===== src/design/bvm_pkg.sv =====
// Package: shared types, opcodes and constants for the bytecode step core
`default_nettype none
package bvm_pkg;
  localparam int NumRegsDef   = 16;
  localparam int DstackDef    = 256;
  localparam int RstackDef    = 64;

  typedef enum logic [2:0] {
    ST_OK = 3'd0, ST_END = 3'd1, ST_ILLEGAL = 3'd2, ST_EXIT = 3'd3, ST_STACK = 3'd4
  } status_t;

  typedef enum logic [4:0] {
    OP_NOP = 5'd0, OP_LOAD = 5'd1, OP_LOAD8 = 5'd2, OP_LOAD16 = 5'd3, OP_LOAD32 = 5'd4,
    OP_LDS = 5'd5, OP_STS = 5'd6, OP_PUSH = 5'd7, OP_POP = 5'd8, OP_ADD = 5'd9,
    OP_SUB = 5'd10, OP_MUL = 5'd11, OP_DIV = 5'd12, OP_AND = 5'd13, OP_OR = 5'd14,
    OP_XOR = 5'd15, OP_NOT = 5'd16, OP_SHL = 5'd17, OP_SHR = 5'd18, OP_CMP = 5'd19,
    OP_LT = 5'd20, OP_LTE = 5'd21, OP_JP = 5'd22, OP_JPC = 5'd23, OP_CALL = 5'd24,
    OP_CALLC = 5'd25, OP_RET = 5'd26, OP_EXCALL = 5'd27, OP_INV = 5'd28, OP_EXIT = 5'd29,
    OP_BAD30 = 5'd30, OP_BAD31 = 5'd31
  } op_t;

  typedef enum logic [2:0] {
    S_IDLE, S_READ, S_EXEC, S_DIV, S_OUT
  } state_t;

  // divider request/response
  typedef struct packed {
    logic        start;
    logic [31:0] num;
    logic [31:0] den;
  } div_req_t;

  typedef struct packed {
    logic        done;
    logic [31:0] quo;
  } div_rsp_t;
endpackage
`default_nettype wire


===== src/design/bvm_div.sv =====
// Restoring divider, one quotient bit per cycle
`default_nettype none
module bvm_div (
  input  wire logic              clk,
  input  wire logic              rst,
  input  wire bvm_pkg::div_req_t req,
  output bvm_pkg::div_rsp_t      rsp
);
  logic        busy;
  logic        done;
  logic [5:0]  cnt;
  logic [31:0] quo;
  logic [31:0] rem;
  logic [31:0] den;
  logic [32:0] trial;

  assign trial = {rem, quo[31]} - {1'b0, den};

  always_ff @(posedge clk) begin
    if (rst) begin
      busy <= 1'b0;
      cnt  <= '0;
      done <= 1'b0;
    end else begin
      done <= 1'b0;
      if (req.start) begin
        busy <= 1'b1;
        cnt  <= 6'd32;
        quo  <= req.num;
        rem  <= '0;
        den  <= req.den;
      end else if (busy) begin
        if (!trial[32]) begin
          rem <= trial[31:0];
          quo <= {quo[30:0], 1'b1};
        end else begin
          rem <= {rem[30:0], quo[31]};
          quo <= {quo[30:0], 1'b0};
        end
        cnt <= cnt - 6'd1;
        if (cnt == 6'd1) begin
          busy <= 1'b0;
          done <= 1'b1;
        end
      end
    end
  end

  // zero divisor: restoring division already gives all ones
  assign rsp = {done, quo};

  assert property (@(posedge clk) disable iff (rst) req.start |=> busy)
    else $error("divider did not start");
  assert property (@(posedge clk) disable iff (rst) rsp.done |-> $past(busy))
    else $error("divider done while idle");
  assert property (@(posedge clk) disable iff (rst) busy |-> cnt != 6'd0)
    else $error("divider count ran out while busy");
endmodule
`default_nettype wire


===== config.mk =====
export PLATFORM = sky130hd
export DESIGN_NAME = bvm_div
export DESIGN_NICKNAME = d
export VERILOG_FILES = /design/src/design/bvm_pkg.sv /design/src/design/bvm_div.sv
export SDC_FILE = /design/constraint.sdc
export NUM_CORES = 1
export LEC_CHECK = 0
export BUFFER_PORTS_ARGS = -buffer_cell sky130_fd_sc_hd__buf_2
export CAP_MARGIN = 5
export CORE_MARGIN = 3
export CORE_UTILIZATION = 54
export DETAILED_ROUTE_END_ITERATION = 10
export PLACE_DENSITY = 0.78
export REMOVE_ABC_BUFFERS = 1
export SKIP_LAST_GASP = 1
export SLEW_MARGIN = 40
export SYNTH_ARGS = -nofsm -noshare
export SYNTH_HDL_FRONTEND = slang
export SYNTH_SLANG_ARGS = --single-unit

===== constraint.sdc =====
create_clock -name clk -period 7.1 [get_ports clk]
set_input_delay 0.71 -clock clk [delete_from_list [all_inputs] [get_ports clk]]
set_output_delay 0.71 -clock clk [all_outputs]
set_load 0.05 [all_outputs]

# Word-level counts from Yosys, hierarchy flattened
# Cells that the tools add are included.
totals:
  regBits: 104
  latchBits: 0
  mem_bits_rw: 0
  mem_bits_ro: 0
  inputBits: 67
  out_inout_bits: 33
  wordCells: 28
  n_memories: 0
classes:
  n_addsub: 2
  n_mul: 0
  div: 0
  n_lt_le_gt_ge: 0
  eq_ne: 1
  shift: 0
  mux: 11
  bitwise_logic: 2
  reduce_logical: 5
ops:
  columns: ["cell", "count"]
  rows:
  - ["$mux W32", 4]
  - ["$sub A33 B32 Y33", 1]
  - ["$mux W6", 2]
  - ["$eq A6 B1 Y1 const B", 1]
  - ["$sub A6 B1 Y6 const B", 1]
  - ["$mux W1", 5]
  - ["$reduce_and A2 Y1", 2]
  - ["$reduce_or A3 Y1", 1]
  - ["$not A1 Y1", 2]
  - ["$reduce_bool A2 Y1", 1]
  - ["$reduce_or A2 Y1", 1]

# Longest topological paths before layout
# Gate-level depths: netlist of the first run.
depth:
  ltp_word: 4
  ltp_mapped: 13
  mapped_depth_nobuf: 12

# Worst setup path before layout of the first run
# OpenSTA, ideal clock, no wires.
synth_timing:
  path_type: "input port to flip-flop"
  from: "input port req[64] (netlist name)"
  to: "register quo[0], enable pin"
  setup_time_ns: 0.486
  t_arrival_ns: 3.938
  required_ns: 6.614
  setup_slack_ns: 2.675
  path_stages: 4
  path_buffers: 2
  cell_sequence: "clkbuf_1 clkbuf_1 nor2_1 nor2_1"
synth_via:
  elab_chain_len: 2
synth_lines:
  columns: ["item", "line_no", "rtl"]
  rows:
  - ["from (decl)", "bvm_div.sv:6", "input wire bvm_pkg::div_req_t req,"]
  - ["$reduce_bool A2 Y1 (no source line)", null, null]
  - ["$reduce_and A2 Y1 (no source line)", null, null]
  - ["to (signal assigned)", "bvm_div.sv:29", "quo <= req.num;"]
  - ["to (signal assigned)", "bvm_div.sv:35", "quo <= {quo[30:0], 1'b1};"]
  - ["to (signal assigned)", "bvm_div.sv:38", "quo <= {quo[30:0], 1'b0};"]
  - ["to (decl)", "bvm_div.sv:12", "logic [31:0] quo;"]
# No other way between the ends.
# A chain may end at the register's enable or synchronous reset.

# Worst setup path in the final report of the first run
layout_timing:
  from: "register quo[31]"
  to: "register rem[10], data pin"
layout_via:
  elab_chain_len: 3
layout_lines:
  columns: ["item", "line_no", "rtl"]
  rows:
  - ["$sub A33 B32 Y33", "bvm_div.sv:17", "assign trial = {rem, quo[31]} - {1'b0, den};"]
  - ["$mux W32", "bvm_div.sv:33", "if (!trial[32]) begin"]
  - ["$mux W32", "bvm_div.sv:32", "end else if (busy) begin"]
  - ["to (signal assigned)", "bvm_div.sv:34", "rem <= trial[31:0];"]
  - ["to (signal assigned)", "bvm_div.sv:37", "rem <= {rem[30:0], quo[31]};"]
  - ["to (decl)", "bvm_div.sv:13", "logic [31:0] rem;"]
# No other way between the ends. The select of a mux whose other input is x is not followed.

==> impl_metrics.env, run 1 <==
export IMPL_syn_instance_count=497
export IMPL_cts_sinks=104
export IMPL_yosys_top_cells_area="edfxtp_1, ha_1, mux2_2"
export IMPL_die_x_um=110
export IMPL_slowest_delay_ps=530
export IMPL_leakagePower_nw=2.86
export IMPL_core_um2=10400
export IMPL_antenna_found_initial=0
export IMPL_diodes=0
export IMPL_grt_pass1_vias=4142
export IMPL_power_total_mw=1.69
export IMPL_tritoncts="yes"
export IMPL_r2r_cells=13
export IMPL_yosysMostFrequentCell="edfxtp_1"
export IMPL_dp_hpwl_um=8380
export IMPL_endpoint_kind="flip-flop"
export IMPL_finClkSkew_ps=17.8
export IMPL_worst_slew_pin_transition_ps=795
export IMPL_synthAdderAreaFrac=0.0770
export IMPL_yosysWarnings=0
export IMPL_grt_max_degree=70
export IMPL_crit_family="compound AO/OA/AOI/OAI gates"
export IMPL_startpoint="quo[31]"
export IMPL_status="finished clean"
export IMPL_htreeDepth=3
export IMPL_async_reset_ff_frac=0
export IMPL_synth_mux_area_frac=0.105
export IMPL_io_buffers=99
export IMPL_grt_pass1_wl_um=19500
export IMPL_cp_required_ps=7220
export IMPL_cts_reportedPaths_clkPinSlew_ps=110
export IMPL_relSlewSlack=0.470
export IMPL_fin_setup_tns_ps=0
export IMPL_avgViaCountPerCell=5.53
export IMPL_post_cts_buffers=0
export IMPL_syn_to_final_growth_pct=15.5
export IMPL_power_density_nw_per_um2=252
export IMPL_drt_pass1_iterations=4
export IMPL_finalSetupViolCount=0
export IMPL_regToRegSetupSlack_ps=3240
export IMPL_dr_total_vias=4079
export IMPL_initial_utilization=0.558
export IMPL_first_iter_violations=237
export IMPL_die_h_um=110
export IMPL_seq_area_frac_synth=0.526
export IMPL_syn_avg_cell_area_um2=11.6
export IMPL_crit_path_start_kind="flip-flop"
export IMPL_synth_top_family_by_area="compound AO/OA/AOI/OAI gates"
export IMPL_synth_seq_cells=104
export IMPL_path_class="flip-flop to flip-flop"
export IMPL_die_area_um2=12000
export IMPL_critPathBufInv=2
export IMPL_gp_congestion=0.876
export IMPL_final_layout_size_suffix_gt1_frac=0.267
export IMPL_ys_flop_type="edfxtp_1"
export IMPL_yosys_area_top_type="edfxtp_1"
export IMPL_numPlacedInstances=722
export IMPL_hold_class="input port to flip-flop"
export IMPL_drcViolationCount=0
export IMPL_cts_buffers=9
export IMPL_synth_edff_count=96
export IMPL_io_pins=100
export IMPL_ys_types=54
export IMPL_insertion_delay_ps=390
export IMPL_synth_simple_area_share=0.0869
export IMPL_fmax_ghz=0.259
export IMPL_fin_cells=738
export IMPL_crit_cells=13
export IMPL_irDropWorstVdd_uv=236
export IMPL_grt_overflow_total=0
export IMPL_r2r_end="rem[10]"
export IMPL_arrival_ps=3980
export IMPL_ant_nets=0
export IMPL_path_cells="inv_1, ha_1, fa_1, nand2b_1, a21oi_1, o2111a_1, o21a_1, a221o_1, a21oi_4, xnor2_4, buf_4, mux2i_1, nor2_1"
export IMPL_ctsResizeCount=0
export IMPL_worst_path_max_fanout=16
export IMPL_cts_path_max_buffers=2
export IMPL_min_period_ps=3860
export IMPL_crit_path_top_delay_cell="xnor2_4"
export IMPL_min_from="req[13]"
export IMPL_cts_root_buf="clkbuf_8"
export IMPL_netlist_area_leader_share=0.498
export IMPL_drv_slew=0
export IMPL_track_usage=0.211
export IMPL_nets=699
export IMPL_synthesis_area_um2=5790
export IMPL_reg2reg_from="quo[31]"
export IMPL_drv_cap=0
export IMPL_std_cell_rows=37
export IMPL_crit_path_end="rem[10]"
export IMPL_drt_wl_total_um=11800
export IMPL_rsz0062_at_grt="no"
export IMPL_synth_xor_area_frac=0.0543
export IMPL_synth_compound_area_frac=0.114
export IMPL_finalCritPeriodShare=0.543
export IMPL_routedWlPerCell_um=16.0
export IMPL_synthTopCellsByCount="edfxtp_1, nor2_1, inv_1"
export IMPL_cts_hold_buf=0
export IMPL_finalHoldViolCount=0
per-stage QoR:
| step | instance area [µm²] | util | setup slack (ps) | hold slack [ps] |
|---|---|---|---|---|
| after floorplan | 5730 | - | 1930 | 467 |
| after CTS | 6680 | 0.644 | 3210 | 465 |
| after global placement | 6440 | 0.621 | 3050 | 477 |
| after detailed placement | 6450 | 0.622 | 3240 | 492 |
| after global routing | 6680 | 0.645 | 2910 | 458 |
| final | 6680 | 0.645 | 3240 | 484 |
flip-flops by register name (all words and copies together), names as in the netlist:
signal / cells
cnt: 6
den: 32
quo: 32
rem: 32
done: 1
busy: 1
layout by cell type, fill, tap and decap left out, drive strengths merged, types with 6 or more instances in the layout:
cell type / n
edfxtp: 96
dfxtp: 8
nor2: 50
nand3: 10
a21oi: 33
xnor2: 20
mux2i: 25
clkbuf: 11
nand2: 23
buf: 103
ha: 34
nand2b: 7
xor2: 15
a21o: 10
mux2: 32
inv: 45
a211oi: 6
o21ai: 19
power breakdown:
part / total, mW / internal, mW / switching, mW
logic: 0.517 / 0.215 / 0.302
registers: 0.767 / 0.739 / 0.0279
clock network: 0.403 / 0.179 / 0.224
metal layers:
metal  global-route usage  up-vias  part of all wire
li1                     -     2012                 -
met5                    0        -                 0
met3               0.0857       17             0.082
met2                0.342      136              0.47
met1                0.261     1914              0.43
met4               0.0606        0             0.016
cell type report:
class	count	area, µm²
clock inverters	5	48.8
flip-flops and latches	104	3040
repair buffers	103	529
clock buffers	11	174
well taps	136	170
inverters	41	154
multi-input cells	338	2560
fillers	826	3690
worst min path at each step:
stage / end / slack [ps] / cells past startpoint
after detailed placement: cnt[0] / 490 / 2
after CTS: den[13] / 460 / 1
final: den[13] / 480 / 1
after global placement: cnt[0] / 480 / 2
after global routing: den[13] / 460 / 1
after floorplan: cnt[0] / 470 / 2
logic make-up after synthesis:
logic type      after synthesis
fa+ha+maj                    35
compound gates               99
buf+inv                      55
xor+xnor                     35
mux                          57
flops                       104
simple gates                112
Note: power is estimated with default switching activity, not from simulation.
==> run 2, diff against run 1 <==
--- a/config.mk
+++ b/config.mk
@@ -8,7 +8,7 @@
 export BUFFER_PORTS_ARGS = -buffer_cell sky130_fd_sc_hd__buf_2
 export CAP_MARGIN = 5
 export CORE_MARGIN = 3
-export CORE_UTILIZATION = 54
+export CORE_UTILIZATION = 51
 export DETAILED_ROUTE_END_ITERATION = 10
 export PLACE_DENSITY = 0.78
 export REMOVE_ABC_BUFFERS = 1
==> constraint.sdc (replaced) <==
create_clock -name clk -period 3.1 [get_ports clk]
set_input_delay 0.31 -clock clk [delete_from_list [all_inputs] [get_ports clk]]
set_output_delay 0.31 -clock clk [all_outputs]
set_load 0.05 [all_outputs]
==> run 2 against run 1 <==
Against the previous run: the run now ends with setup timing left; global-route usage fell by 0.83 points; total power rose to 2.5 times the previous value; critical path type unchanged; clock power rose to 2.7 times the previous value; non-clock buffer count grew 32.
==> impl_metrics.env, run 2 (same netlist as run 1, synthesis figures left out) <==
export IMPL_status="finished with violations"
export IMPL_violations="setup timing"
export IMPL_irDropWorstVdd_uv=398
export IMPL_finalSetupViolCount=3
export IMPL_crit_path_frequent_cell="a21oi_4"
export IMPL_nets=731
export IMPL_hold_class="input port to flip-flop"
export IMPL_first_iter_violations=261
export IMPL_die_x_um=113
export IMPL_die_area_um2=12700
export IMPL_cts_root_buf="clkbuf_16"
export IMPL_grt_max_degree=51
export IMPL_insertion_delay_ps=350
export IMPL_htreeDepth=3
export IMPL_fmax_ghz=0.320
export IMPL_power_total_mw=4.24
export IMPL_grt_pass1_vias=4417
export IMPL_grt_overflow_total=0
export IMPL_io_buffers=99
export IMPL_crit_family="compound AO/OA/AOI/OAI gates"
export IMPL_critPathBufInv=2
export IMPL_path_cells="inv_2, ha_4, fa_2, nand2b_4, a21oi_4, o2111a_1, o21a_1, a221o_1, a21oi_4, xnor2_4, buf_12, mux2i_2, nor2_1"
export IMPL_finClkSkew_ps=7.71
export IMPL_most_common_layout_cells="buf_2, edfxtp_1, nor2_1, inv_1"
export IMPL_avgViaCountPerCell=5.53
export IMPL_crit_path_start_kind="flip-flop"
export IMPL_worst_path_max_fanout=8
export IMPL_diodes=0
export IMPL_endpoint_kind="flip-flop"
export IMPL_crit_path_end="rem[6]"
export IMPL_slowest_delay_ps=410
export IMPL_holdWs_ps=130
export IMPL_post_route_util=0.651
export IMPL_antenna_found_initial=0
export IMPL_finalWorstSetupSlack_ps=-21.3
export IMPL_cts_path_max_buffers=2
export IMPL_syn_to_final_growth_pct=23.6
export IMPL_multi_input_area_um2=2690
export IMPL_dp_slack_ps=-91.8
export IMPL_relSlewSlack=0.571
export IMPL_cp_required_ps=3200
export IMPL_gp_congestion=0.892
export IMPL_drv_slew=0
export IMPL_routedWlPerCell_um=16.3
export IMPL_worst_slew_pin_transition_ps=642
export IMPL_cts_sinks=104
export IMPL_track_usage=0.203
export IMPL_io_pins=100
export IMPL_r2r_cells=13
export IMPL_leakagePower_nw=3.06
export IMPL_fin_setup_tns_ps=-25.6
export IMPL_min_period_ps=3120
export IMPL_finalHoldViolCount=0
export IMPL_drt_wl_total_um=12600
export IMPL_startpoint="quo[31]"
export IMPL_core_um2=11000
export IMPL_regToRegSetupSlack_ps=-20
export IMPL_die_h_um=113
export IMPL_final_layout_size_suffix_gt1_frac=0.334
export IMPL_ant_nets=0
export IMPL_regArea_um2=3040
export IMPL_drt_pass1_iterations=4
export IMPL_tritoncts="yes"
export IMPL_largestRegisters="den (32), quo (32), rem (32)"
export IMPL_power_density_nw_per_um2=593
export IMPL_drcViolationCount=0
export IMPL_crit_path_top_delay_cell="edfxtp_1"
export IMPL_arrival_ps=3220
export IMPL_fillers=802
export IMPL_dr_total_vias=4278
export IMPL_cts_hold_buf=0
export IMPL_cts_buffers=9
export IMPL_crit_cells=13
export IMPL_drv_cap=0
export IMPL_rsz0062_at_grt="yes"
export IMPL_initial_utilization=0.527
export IMPL_cts_reportedPaths_clkPinSlew_ps=70
export IMPL_dp_hpwl_um=8730
export IMPL_finalCritPeriodShare=1.01
export IMPL_r2r_end="rem[6]"
export IMPL_reg2reg_from="quo[31]"
export IMPL_layout_commonest_cell="buf_2"
export IMPL_std_cell_rows=38
export IMPL_grt_pass1_wl_um=20800
export IMPL_path_class="flip-flop to flip-flop"
==> run 2: cell count changes in the layout (fill, tap and decap cells not counted), sizes merged <==
| cell | change |
|---|---|
| buf | +32 |
| inv | +1 |
| clkinv | -1 |
==> run 2: where the power goes <==
part | switching, mW | total [mW] | internal (mW) | leakage [nW]
combinational | 0.762 | 1.41 | 0.649 | 1.94
sequential | 0.0691 | 1.76 | 1.69 | 0.984
clock | 0.513 | 1.07 | 0.556 | 0.137
==> run 2: area by class of cell <==
class	count	area share
clock inverter	5	0.00542
timing repair buffer	135	0.115
inverter	41	0.0215
multi-input combinational	338	0.376
clock buffer	11	0.0325
tap	140	0.0245
sequential	104	0.425
==> run 2: worst min-delay path by stage <==
stage          cells after the start  startpoint  endpoint
2_1_floorplan                      1         rst    cnt[5]
3_3_place_gp                       2      cnt[0]    cnt[0]
3_5_place_dp                       1     req[22]   den[22]
4_1_cts                            1     req[10]   den[10]
5_1_grt                            1     req[11]   den[11]
6_report                           1     req[10]   den[10]
==> run 2: worst reg2reg max path: stages (launching register included) <==
cell and delay (ps):
edfxtp_1 410, inv_2 100, ha_4 140, fa_2 190, nand2b_4 130, a21oi_4 60
o2111a_1 290, o21a_1 220, a221o_1 350, a21oi_4 260, xnor2_4 230, buf_12 190
mux2i_2 240, nor2_1 70
==> run 2: what timing repair did <==
item | 4_1_cts | 5_1_grt
endpoints found under the hold margin | 0 | 0
endpoints found under the setup margin | 27 | 32
pin swaps | 11 | 15
gates resized for setup | 19 | 16
setup buffers | 6 | 8
cloned | 2 | 0
==> run 2: routing by layer <==
layer / GRT usage / vias up / share of wire
met5: 0 / - / 0
met4: 0.0641 / 0 / 0.015
met3: 0.0631 / 17 / 0.070
met2: 0.335 / 149 / 0.49
met1: 0.256 / 2029 / 0.43
li1: - / 2083 / -
==> run 2: through the flow <==
stage / instances / instance area [µm²]
3_5_place_dp: 745 / 6600
5_1_grt: 774 / 7150
2_1_floorplan: 483 / 5730
3_3_place_gp: 745 / 6600
4_1_cts: 768 / 7040
6_report: 774 / 7150
